$ cat config.mk
export PLATFORM = sky130hd
export DESIGN_NAME = track_report_trigger_flat
export DESIGN_NICKNAME = d
export VERILOG_FILES = /design/src/hw/rtl/trt_pkg.sv /design/src/hw/rtl/trt_stream_if.sv /design/src/hw/rtl/track_report_trigger.sv /design/src/flat_wrapper.sv
export VERILOG_INCLUDE_DIRS = /design/src /design/src/hw/rtl
export SDC_FILE = /design/constraint.sdc
export NUM_CORES = 1
export LEC_CHECK = 0
export BUFFER_PORTS_ARGS = -buffer_cell sky130_fd_sc_hd__buf_2
export CORE_ASPECT_RATIO = 1.1
export CORE_MARGIN = 8
export CORE_UTILIZATION = 45
export DETAILED_ROUTE_END_ITERATION = 8
export GPL_TIMING_DRIVEN = 1
export PLACE_DENSITY = 0.74
export SLEW_MARGIN = 20
export SYNTH_ARGS = -nofsm -noshare
export SYNTH_HDL_FRONTEND = slang
export SYNTH_SLANG_ARGS = --single-unit
$ cat constraint.sdc
create_clock -name clk -period 2.4 [get_ports clk]
set_input_delay 0.12 -clock clk [delete_from_list [all_inputs] [get_ports clk]]
set_output_delay 0.12 -clock clk [all_outputs]
set_load 0.03 [all_outputs]
$ cat src/hw/rtl/track_report_trigger_macros.svh
// Assertion macros used by track_report_trigger to check its own logic.
`ifndef TRACK_REPORT_TRIGGER_MACROS_SVH
`define TRACK_REPORT_TRIGGER_MACROS_SVH

// Same-cycle implication, checked outside reset.
`define TRT_ASSERT_NOW(label, clk, rst_n, ante, cons, msg) \
  label: assert property (@(posedge clk) disable iff (!rst_n) (ante) |-> (cons)) \
    else $error(msg);

// Next-cycle implication, checked outside reset.
`define TRT_ASSERT_NEXT(label, clk, rst_n, ante, cons, msg) \
  label: assert property (@(posedge clk) disable iff (!rst_n) (ante) |=> (cons)) \
    else $error(msg);

`endif

$ cat src/hw/rtl/trt_pkg.sv
package trt_pkg;

  localparam int unsigned BACKOFF_PERIOD_DEF = 20;
  localparam int unsigned SPEED_HYST         = 3;
  localparam int unsigned MOVING_SPEED       = 5;
  localparam int unsigned BACKOFF_MULT       = 30;
  localparam int unsigned RES_W              = $clog2(BACKOFF_MULT);
  localparam int unsigned IT_W               = 17;
  localparam int unsigned CFG_ADDR_W         = 5;
  localparam int unsigned CFG_DATA_W         = 32;

  localparam logic        TRACK_CTRL_RST     = 1'b0;
  localparam logic [9:0]  SPEED_LIMIT_RST    = 10'd1023;
  localparam logic [8:0]  HEADING_LIMIT_RST  = 9'd359;
  localparam logic [31:0] DISTANCE_LIMIT_RST = 32'hFFFF_FFFF;
  localparam logic [15:0] SEND_INTERVAL_RST  = 16'd5;

  typedef enum logic [2:0] {
    REG_TRACK_CTRL     = 3'd0,
    REG_SPEED_LIMIT    = 3'd1,
    REG_HEADING_LIMIT  = 3'd2,
    REG_DISTANCE_LIMIT = 3'd3,
    REG_SEND_INTERVAL  = 3'd4
  } reg_idx_t;

  typedef enum logic [1:0] {
    CHG_NONE     = 2'd0,
    CHG_LOST     = 2'd1,
    CHG_REGAINED = 2'd2
  } chg_t;

  typedef struct packed {
    logic        fix_good;
    logic [9:0]  speed;
    logic [8:0]  heading;
    logic [31:0] odometer;
    logic        link_down;
    logic        hello_request;
  } trt_in_t;

  typedef struct packed {
    logic emit_report;
    logic speed_exceeded;
    logic course_changed;
    logic distance_passed;
    logic fix_lost;
    logic link_lost;
    chg_t fix_change;
    chg_t link_change;
  } trt_out_t;

endpackage

$ cat src/hw/rtl/trt_stream_if.sv
interface trt_stream_if #(
  parameter type payload_t = logic
) ();
  logic     valid;
  logic     ready;
  payload_t data;

  modport source (output valid, output data, input ready);
  modport sink   (input valid, input data, output ready);
endinterface

$ cat src/hw/rtl/track_report_trigger.sv
// Track report trigger.
// One word on in_ch is one half-second navigation tick (fix, speed, heading,
// odometer, link state, external report request). For every tick the block
// returns one word on out_ch: whether a position report is due, which track
// triggers fired, the fix and link levels and their loss or regain events.
// Both channels use valid/ready; a word moves when both are high.
// The tick is held in an input register, evaluated combinationally against the
// tracking state and written to the output register. One tick per cycle is
// sustained while out_ch takes every word; the state update for a tick
// completes in the cycle it moves into the output register, which is what
// lets the next tick follow directly.
// When out_ch stalls, the output register holds its word and the input
// register takes one more tick; in_ch.ready drops only when both are full.
// The cfg_ APB port writes the five registers at byte addresses 0, 4, 8, 12
// and 16 and reads them back; pready is always high. Write them only while
// no tick is in flight.
// Synchronous reset (rst_n low) empties both registers, clears all tracking
// state and returns the registers to their reset values.
module track_report_trigger
  import trt_pkg::*;
#(
  parameter int unsigned BACKOFF_PERIOD = BACKOFF_PERIOD_DEF
) (
  input  logic                  clk,
  input  logic                  rst_n,
  trt_stream_if.sink            in_ch,
  trt_stream_if.source          out_ch,
  input  logic                  cfg_psel,
  input  logic                  cfg_penable,
  input  logic                  cfg_pwrite,
  input  logic [CFG_ADDR_W-1:0] cfg_paddr,
  input  logic [CFG_DATA_W-1:0] cfg_pwdata,
  output logic [CFG_DATA_W-1:0] cfg_prdata,
  output logic                  cfg_pready
);

  `include "track_report_trigger_macros.svh"

  localparam int unsigned BT_W = (BACKOFF_PERIOD > 1) ? $clog2(BACKOFF_PERIOD + 1) : 1;

  // Configuration registers.
  logic        track_ctrl_r;
  logic [9:0]  speed_limit_r;
  logic [8:0]  heading_limit_r;
  logic [31:0] distance_limit_r;
  logic [15:0] send_interval_r;

  // Pipeline registers.
  logic     s1_valid_r;
  trt_in_t  s1_data_r;
  logic     out_valid_r;
  trt_out_t out_data_r;
  trt_out_t out_data_nxt;

  // Tracking state.
  logic             speed_latched_r, speed_latched_nxt;
  logic [8:0]       last_heading_r, last_heading_nxt;
  logic [31:0]      odo_mark_r, odo_mark_nxt;
  logic             fix_seen_r, fix_seen_nxt;
  logic             link_seen_r, link_seen_nxt;
  logic [BT_W-1:0]  bo_tick_r, bo_tick_nxt;
  logic [31:0]      bo_count_r, bo_count_nxt;
  logic [RES_W-1:0] bo_res_r, bo_res_nxt;
  logic [IT_W-1:0]  it_tick_r, it_tick_nxt;

  logic cfg_wr;
  reg_idx_t cfg_idx;
  logic out_load;
  logic in_fire;

  logic [8:0]       hdg_diff;
  logic [31:0]      odo_delta;
  logic             sp_ex, crs, dist_hit;
  chg_t             fchg, lchg;
  logic [BT_W:0]    bo_tick_inc;
  logic             bo_wrap, bo_fire, bo_hit;
  logic [31:0]      bo_count_inc;
  logic [RES_W-1:0] bo_res_inc;
  logic [IT_W:0]    it_tick_inc;
  logic             it_wrap, it_fire;
  logic             pend_track, pend_bo, emit;

  // ---------------- configuration port ----------------
  assign cfg_pready = 1'b1;
  assign cfg_wr     = cfg_psel && cfg_penable && cfg_pwrite && cfg_pready;
  assign cfg_idx    = reg_idx_t'(cfg_paddr[CFG_ADDR_W-1:2]);

  always_ff @(posedge clk) begin
    if (!rst_n) begin
      track_ctrl_r     <= TRACK_CTRL_RST;
      speed_limit_r    <= SPEED_LIMIT_RST;
      heading_limit_r  <= HEADING_LIMIT_RST;
      distance_limit_r <= DISTANCE_LIMIT_RST;
      send_interval_r  <= SEND_INTERVAL_RST;
    end else if (cfg_wr) begin
      unique case (cfg_idx)
        REG_TRACK_CTRL:     track_ctrl_r     <= cfg_pwdata[0];
        REG_SPEED_LIMIT:    speed_limit_r    <= cfg_pwdata[9:0];
        REG_HEADING_LIMIT:  heading_limit_r  <= cfg_pwdata[8:0];
        REG_DISTANCE_LIMIT: distance_limit_r <= cfg_pwdata[31:0];
        REG_SEND_INTERVAL:  send_interval_r  <= cfg_pwdata[15:0];
        default: ;
      endcase
    end
  end

  always_comb begin
    unique case (cfg_idx)
      REG_TRACK_CTRL:     cfg_prdata = {31'd0, track_ctrl_r};
      REG_SPEED_LIMIT:    cfg_prdata = {22'd0, speed_limit_r};
      REG_HEADING_LIMIT:  cfg_prdata = {23'd0, heading_limit_r};
      REG_DISTANCE_LIMIT: cfg_prdata = distance_limit_r;
      REG_SEND_INTERVAL:  cfg_prdata = {16'd0, send_interval_r};
      default:            cfg_prdata = '0;
    endcase
  end

  // ---------------- handshake ----------------
  assign out_load     = s1_valid_r && (!out_valid_r || out_ch.ready);
  assign in_ch.ready  = !s1_valid_r || out_load;
  assign in_fire      = in_ch.valid && in_ch.ready;
  assign out_ch.valid = out_valid_r;
  assign out_ch.data  = out_data_r;

  always_ff @(posedge clk) begin
    if (!rst_n) begin
      s1_valid_r  <= 1'b0;
      out_valid_r <= 1'b0;
    end else begin
      if (in_fire) begin
        s1_valid_r <= 1'b1;
      end else if (out_load) begin
        s1_valid_r <= 1'b0;
      end
      if (out_load) begin
        out_valid_r <= 1'b1;
      end else if (out_ch.ready) begin
        out_valid_r <= 1'b0;
      end
    end
  end

  always_ff @(posedge clk) begin
    if (in_fire) begin
      s1_data_r <= in_ch.data;
    end
    if (out_load) begin
      out_data_r <= out_data_nxt;
    end
  end

  // ---------------- tick evaluation ----------------
  always_comb begin
    speed_latched_nxt = speed_latched_r;
    last_heading_nxt  = last_heading_r;
    odo_mark_nxt      = odo_mark_r;
    fix_seen_nxt      = fix_seen_r;
    link_seen_nxt     = link_seen_r;
    sp_ex             = 1'b0;
    crs               = 1'b0;
    dist_hit          = 1'b0;
    fchg              = CHG_NONE;
    lchg              = CHG_NONE;

    hdg_diff  = (last_heading_r > s1_data_r.heading) ? (last_heading_r - s1_data_r.heading)
                                                      : (s1_data_r.heading - last_heading_r);
    odo_delta = s1_data_r.odometer - odo_mark_r;

    if (!s1_data_r.fix_good) begin
      if (fix_seen_r) begin
        fix_seen_nxt = 1'b0;
        fchg         = CHG_LOST;
      end
    end else if (track_ctrl_r) begin
      if (!fix_seen_r) begin
        fix_seen_nxt = 1'b1;
        fchg         = CHG_REGAINED;
      end
      if (s1_data_r.speed > speed_limit_r) begin
        if (!speed_latched_r) begin
          speed_latched_nxt = 1'b1;
          sp_ex             = 1'b1;
        end
      end else if (({1'b0, s1_data_r.speed} + 11'(SPEED_HYST)) < {1'b0, speed_limit_r}) begin
        speed_latched_nxt = 1'b0;
      end
      crs = (s1_data_r.speed > 10'(MOVING_SPEED)) && (hdg_diff > heading_limit_r);
      last_heading_nxt = s1_data_r.heading;
      if (odo_delta > distance_limit_r) begin
        odo_mark_nxt = s1_data_r.odometer;
        dist_hit     = 1'b1;
      end
    end

    if (s1_data_r.link_down) begin
      if (link_seen_r) begin
        link_seen_nxt = 1'b0;
        lchg          = CHG_LOST;
      end
    end else if (!link_seen_r) begin
      link_seen_nxt = 1'b1;
      lchg          = CHG_REGAINED;
    end
  end

  // Backoff: the residue tracks the 32-bit count modulo 30, including the
  // wrap of the count back to zero.
  assign bo_tick_inc  = {1'b0, bo_tick_r} + (BT_W+1)'(1);
  assign bo_wrap      = bo_tick_inc >= (BT_W+1)'(BACKOFF_PERIOD);
  assign bo_fire      = bo_wrap && !s1_data_r.fix_good && !s1_data_r.link_down;
  assign bo_count_inc = bo_count_r + 32'd1;
  assign bo_res_inc   = (bo_count_r == 32'hFFFF_FFFF) ? '0 :
                        (bo_res_r == RES_W'(BACKOFF_MULT - 1)) ? '0 :
                        bo_res_r + RES_W'(1);
  assign bo_hit       = (bo_count_inc == 32'd1) || (bo_count_inc == 32'd2) ||
                        (bo_count_inc == 32'd4) || (bo_count_inc == 32'd8) ||
                        (bo_count_inc == 32'd16) || (bo_res_inc == '0);

  assign it_tick_inc  = {1'b0, it_tick_r} + (IT_W+1)'(1);
  assign it_wrap      = it_tick_inc >= (IT_W+1)'({send_interval_r, 1'b0});
  assign it_fire      = it_wrap && s1_data_r.fix_good;

  always_comb begin
    bo_tick_nxt  = bo_wrap ? '0 : bo_tick_inc[BT_W-1:0];
    bo_count_nxt = bo_count_r;
    bo_res_nxt   = bo_res_r;
    if (bo_fire) begin
      bo_count_nxt = bo_count_inc;
      bo_res_nxt   = bo_res_inc;
    end
    it_tick_nxt = it_wrap ? '0 : it_tick_inc[IT_W-1:0];
    if (it_fire) begin
      bo_count_nxt = '0;
      bo_res_nxt   = '0;
    end
  end

  // A backoff expiry discards whatever was pending this tick, hello included.
  assign pend_track = s1_data_r.hello_request || sp_ex || crs || dist_hit;
  assign pend_bo    = bo_fire ? bo_hit : pend_track;
  assign emit       = it_fire || pend_bo;

  always_comb begin
    out_data_nxt.emit_report     = emit;
    out_data_nxt.speed_exceeded  = sp_ex;
    out_data_nxt.course_changed  = crs;
    out_data_nxt.distance_passed = dist_hit;
    out_data_nxt.fix_lost        = !s1_data_r.fix_good;
    out_data_nxt.link_lost       = s1_data_r.link_down;
    out_data_nxt.fix_change      = fchg;
    out_data_nxt.link_change     = lchg;
  end

  always_ff @(posedge clk) begin
    if (!rst_n) begin
      speed_latched_r <= 1'b0;
      last_heading_r  <= '0;
      odo_mark_r      <= '0;
      fix_seen_r      <= 1'b0;
      link_seen_r     <= 1'b0;
      bo_tick_r       <= '0;
      bo_count_r      <= '0;
      bo_res_r        <= '0;
      it_tick_r       <= '0;
    end else if (out_load) begin
      speed_latched_r <= speed_latched_nxt;
      last_heading_r  <= last_heading_nxt;
      odo_mark_r      <= odo_mark_nxt;
      fix_seen_r      <= fix_seen_nxt;
      link_seen_r     <= link_seen_nxt;
      bo_tick_r       <= bo_tick_nxt;
      bo_count_r      <= bo_count_nxt;
      bo_res_r        <= bo_res_nxt;
      it_tick_r       <= it_tick_nxt;
    end
  end

  // ---------------- assertions ----------------
  `TRT_ASSERT_NOW(a_res_range, clk, rst_n, 1'b1, bo_res_r < RES_W'(BACKOFF_MULT), "backoff residue out of range")
  `TRT_ASSERT_NOW(a_res_zero, clk, rst_n, bo_count_r == 32'd0, bo_res_r == '0, "residue not zero with zero count")
  `TRT_ASSERT_NOW(a_bo_tick, clk, rst_n, 1'b1, bo_tick_r < BT_W'(BACKOFF_PERIOD), "backoff tick past period")
  `TRT_ASSERT_NEXT(a_state_hold, clk, rst_n, !out_load, $stable(bo_count_r) && $stable(it_tick_r), "state moved without a tick")

endmodule
$ cat src/flat_wrapper.sv
// flat-port wrapper written by rule: the top's interface ports become plain ports
module track_report_trigger_flat import trt_pkg::*;
#(
  parameter int unsigned BACKOFF_PERIOD = BACKOFF_PERIOD_DEF
)
  (clk, rst_n, cfg_psel, cfg_penable, cfg_pwrite, cfg_paddr, cfg_pwdata, cfg_prdata, cfg_pready, in_ch_valid, in_ch_data, in_ch_ready, out_ch_valid, out_ch_data, out_ch_ready);
  trt_stream_if in_ch_i ();
  trt_stream_if out_ch_i ();
  input  logic clk;
  input  logic rst_n;
  input  logic cfg_psel;
  input  logic cfg_penable;
  input  logic cfg_pwrite;
  input  logic [CFG_ADDR_W-1:0] cfg_paddr;
  input  logic [CFG_DATA_W-1:0] cfg_pwdata;
  output logic [CFG_DATA_W-1:0] cfg_prdata;
  output logic cfg_pready;
  input wire logic [$bits(in_ch_i.valid)-1:0] in_ch_valid;
  input wire logic [$bits(in_ch_i.data)-1:0] in_ch_data;
  output wire logic [$bits(in_ch_i.ready)-1:0] in_ch_ready;
  output wire logic [$bits(out_ch_i.valid)-1:0] out_ch_valid;
  output wire logic [$bits(out_ch_i.data)-1:0] out_ch_data;
  input wire logic [$bits(out_ch_i.ready)-1:0] out_ch_ready;
  assign in_ch_i.valid = in_ch_valid;
  assign in_ch_i.data = in_ch_data;
  assign in_ch_ready = in_ch_i.ready;
  assign out_ch_valid = out_ch_i.valid;
  assign out_ch_data = out_ch_i.data;
  assign out_ch_i.ready = out_ch_ready;
  track_report_trigger #(.BACKOFF_PERIOD(BACKOFF_PERIOD)) u_core (.clk(clk), .rst_n(rst_n), .in_ch(in_ch_i), .out_ch(out_ch_i), .cfg_psel(cfg_psel), .cfg_penable(cfg_penable), .cfg_pwrite(cfg_pwrite), .cfg_paddr(cfg_paddr), .cfg_pwdata(cfg_pwdata), .cfg_prdata(cfg_prdata), .cfg_pready(cfg_pready));
endmodule
==> impl_summary.log <==
INFO  metric cts_tree = built
INFO  metric worst_ir_drop_vdd = 0.349 mV
INFO  metric synth_sequential_area_ratio = 42.5%
INFO  metric routed_wire_length_per_instance = 15.9 microns
INFO  metric via_count = 2,820
INFO  metric timing_max_transition_violations_final = 0
INFO  metric synthToLayoutAreaGrowth = 19.0%
INFO  metric first_global_vias = ~2,900
INFO  metric worstMarginPinSlew = between 0.8 and 0.9 ns
INFO  metric timing.critical_path.cells = buf_2, nor2b_1, a22oi_1, o22ai_1, buf_2
INFO  metric synth_cells = 362
INFO  metric grt_antenna_before_repair = 0
INFO  metric wirelength = ~8300 microns
INFO  metric static-leakage-power = 1.85 nW
INFO  metric die_h = 106 microns
INFO  metric worst_path_most_repeated_cell = buf_2
INFO  metric die_x = around 98 microns
INFO  metric initial_core_util = about 47%
INFO  metric finalSetupViolations = 0
INFO  metric clock_tree.htree_level_count = 3
INFO  metric maximum_number_of_pins_on_one_net_before_global_route_repair = 62
INFO  metric cap_violations = 0
INFO  metric post-cts-setup-buffers = 0
INFO  metric worstSetupStartpointType = input port
INFO  metric cp_data_required_time = 2.28 ns
INFO  metric grt-ovfl-total = 0
INFO  metric postRouteAntennaNets = 0
INFO  metric critical_path.slowest_cell = nor2b_1
INFO  metric power-per-cell-area = between 600 and 700 nW/um^2
INFO  metric synth_fp_nets = 407
INFO  metric worst-setup-path-type = input port to output port
INFO  metric floorplan.die_area = around 10,000 sq um
INFO  metric synth_warnings = 0
INFO  metric fmax = roughly 500 MHz
INFO  metric clock_transition_at_the_register_clock_pins_on_the_worst_setup_and_hold_paths_after_cts = about 0.09 ns
INFO  metric endpoint_kind = output port
INFO  metric setup_total_negative_slack = 0 ns
INFO  metric syn_avg_cell_area = roughly 9.1 sq um
INFO  metric worst_skew_pair.late_latency = between 0.3 and 0.4 ns
INFO  metric worst_clock_skew = approximately 0.000090 ns
INFO  metric status = finished, final reports clean
INFO  metric critical_path_fanouts_max = 23
INFO  metric hold_path_class = input port to flop
INFO  metric synth.cell_area = about 3300 sq um
INFO  metric arrival = approximately 1.9 ns
INFO  metric viasPerCell = between 5 and 6
INFO  metric synth.most_common_cell = dfxtp_1
INFO  metric relSlewSlack = around 42%
INFO  metric floorplan.core_area = 7050 sq um
INFO  metric max-clock-path-buffers = 2
INFO  metric drcViolationCount = 0
INFO  metric share_of_post_route_cells_with_drive_strength_above_1 = 24.9%
INFO  metric nNetsFinal = around 470
INFO  metric layout_min_cycle_time = between 1.5 and 2 ns
INFO  metric port_buffers = between 70 and 80
INFO  metric yosys_most_used_dff = dfxtp_1
INFO  metric cts.sink_count = 70
INFO  metric n_antenna_cell = 0
INFO  metric cts.root.buffer_cell = clkbuf_8
INFO  metric crit_path_max_incr_delay = about 0.75 ns
INFO  metric synth-seq-cells = 70
INFO  metric floorplan.io_pins = between 80 and 90
INFO  metric dp_hpwl = around 5700 microns
INFO  metric fin_worst_hold_slack = roughly 0.011 ns
INFO  metric rows = 32
INFO  metric synth_edf_count = 0
INFO  metric synth.area.top_cells = dfxtp_1 (42%), mux2i_1 (16%), nor2b_1 (8.0%), o211ai_1 (5.0%), nand4_1 (4.2%)
INFO  metric detailedRoute.firstPassIterationCount = 4
INFO  metric final.fill_count = approximately 640
INFO  metric grt_util_all_layers = around 16%
INFO  metric final.setup.worst_slack = roughly 0.41 ns
INFO  metric timing_hold_violations_final = 0
INFO  metric clock_buffers_created_by_tritoncts = 9
INFO  metric ys_types = 30
INFO  metric yosysTopAreaCell = dfxtp_1
INFO  metric detailedRoute.firstIterationViolations = between 150 and 200
INFO  metric grt_setup_unrepaired = false
INFO  metric synth.top_cells.by_count = dfxtp_1 (70), mux2i_1 (54), nor2b_1 (42), nand2_1 (36)
INFO  metric netlist.area_leader.share = 42.5%
INFO  metric async_reset_ff_share = 0%
INFO  metric layout_worst_path_cycle_share = between 80 and 90%
INFO  metric dpl_worst_slack = ~0.49 ns
INFO  metric grt_first_pass_wirelength = between 10,000 and 15,000 microns
INFO  metric gpl.final_weighted_congestion = approximately 0.74
INFO  metric layout.core_utilization = 55.7%
registers in the layout, summed over array words and instances (netlist names):
name                     count
u_core.distance_limit_r     32
u_core.heading_limit_r       9
u_core.out_ch.valid          1
u_core.s1_valid_r            1
u_core.send_interval_r      16
u_core.speed_limit_r        10
u_core.track_ctrl_r          1
worst max-delay path: cells and delay by family:
family / cells / cell delay [ns]
AO/OA/AOI/OAI: 2 / 0.39
buffers and inverters: 2 / 0.60
AND/OR/NAND/NOR: 1 / 0.75
final timing paths:
kind,startpoint,to,slack (ns),cells after the start
hold reg to reg,u_core.send_interval_r[15],u_core.send_interval_r[15],0.46,2
setup / recovery,cfg_paddr[4],cfg_prdata[7],0.41,5
setup reg to reg,u_core.out_ch.valid,u_core.s1_valid_r,1.62,3
hold / removal,cfg_pwdata[1],u_core.send_interval_r[1],0.01,3
cells in the final DEF, fill, tap and decap left out, drive strengths merged:
cell type and count:
bufinv 1, a21oi 1, a22oi 11, mux2 1
a22o 6, dlygate4sd3 1, dfxtp 70, nand3 1
nor3 16, o22ai 9, o21a 1, o2bb2ai 1
inv 24, o211ai 22, nand4 22, clkbuf 9
nand2b 1, nor3b 1, clkinvlp 1, buf 90
and4 1, and4b 1, clkinv 3, nor2 2
nand2 36, and2b 1, conb 2, nor2b 42
mux2i 54, nand3b 2
routing by layer:
metal / up-vias / track usage, % / share of wire, %
met5: - / 0 / 0
met4: 0 / 8.56 / 1.5
met3: 8 / 3.85 / 5.2
met2: 70 / 26.2 / 49
met1: 1347 / 18.4 / 44
li1: 1395 / - / -
timing repair:
item / CTS / global route
hold endpoints to repair: 1 / 0
hold buffers: 1 / 0
gates resized for setup: 0 / 0
per-stage QoR:
step / instances / instance area, sq um / total power [mW]
6_report: 518 / 3930 / 2.47
5_1_grt: 518 / 3930 / 2.56
4_1_cts: 518 / 3930 / 2.49
3_5_place_dp: 501 / 3710 / 1.51
3_3_place_gp: 501 / 3710 / 1.50
2_1_floorplan: 362 / 3300 / 1.41
cells by family (layout without fill, tap and decap cells):
kind of cell | after synthesis | after routing | share of synthesized area, %
buffers and inverters | 58 | 129 | 8.04
flip-flops | 70 | 70 | 42.5
multiplexers | 55 | 55 | 16.7
AO/OA/AOI/OAI | 51 | 51 | 11.5
other | 2 | 2 | 0.228
AND/OR/NAND/NOR | 126 | 126 | 21.1
power by group:
part	leakage, nW	switching (mW)	internal, mW
Sequential	0.567	0.00536	1.17
Combinational	1.18	0.196	0.107
Clock	0.100	0.500	0.492
layout make-up:
| cell class | count | area, sq um | area share, % |
|---|---|---|---|
| multi-input cells | 234 | 1630 | 41.6 |
| flip-flops and latches | 70 | 1400 | 35.7 |
| repair buffers | 91 | 498 | 12.7 |
| clock buffers | 9 | 124 | 3.16 |
| well taps | 85 | 106 | 2.71 |
| inverters | 22 | 82.6 | 2.10 |
| clock inverters | 7 | 81.3 | 2.07 |
Power figures use the tool's default switching activity.
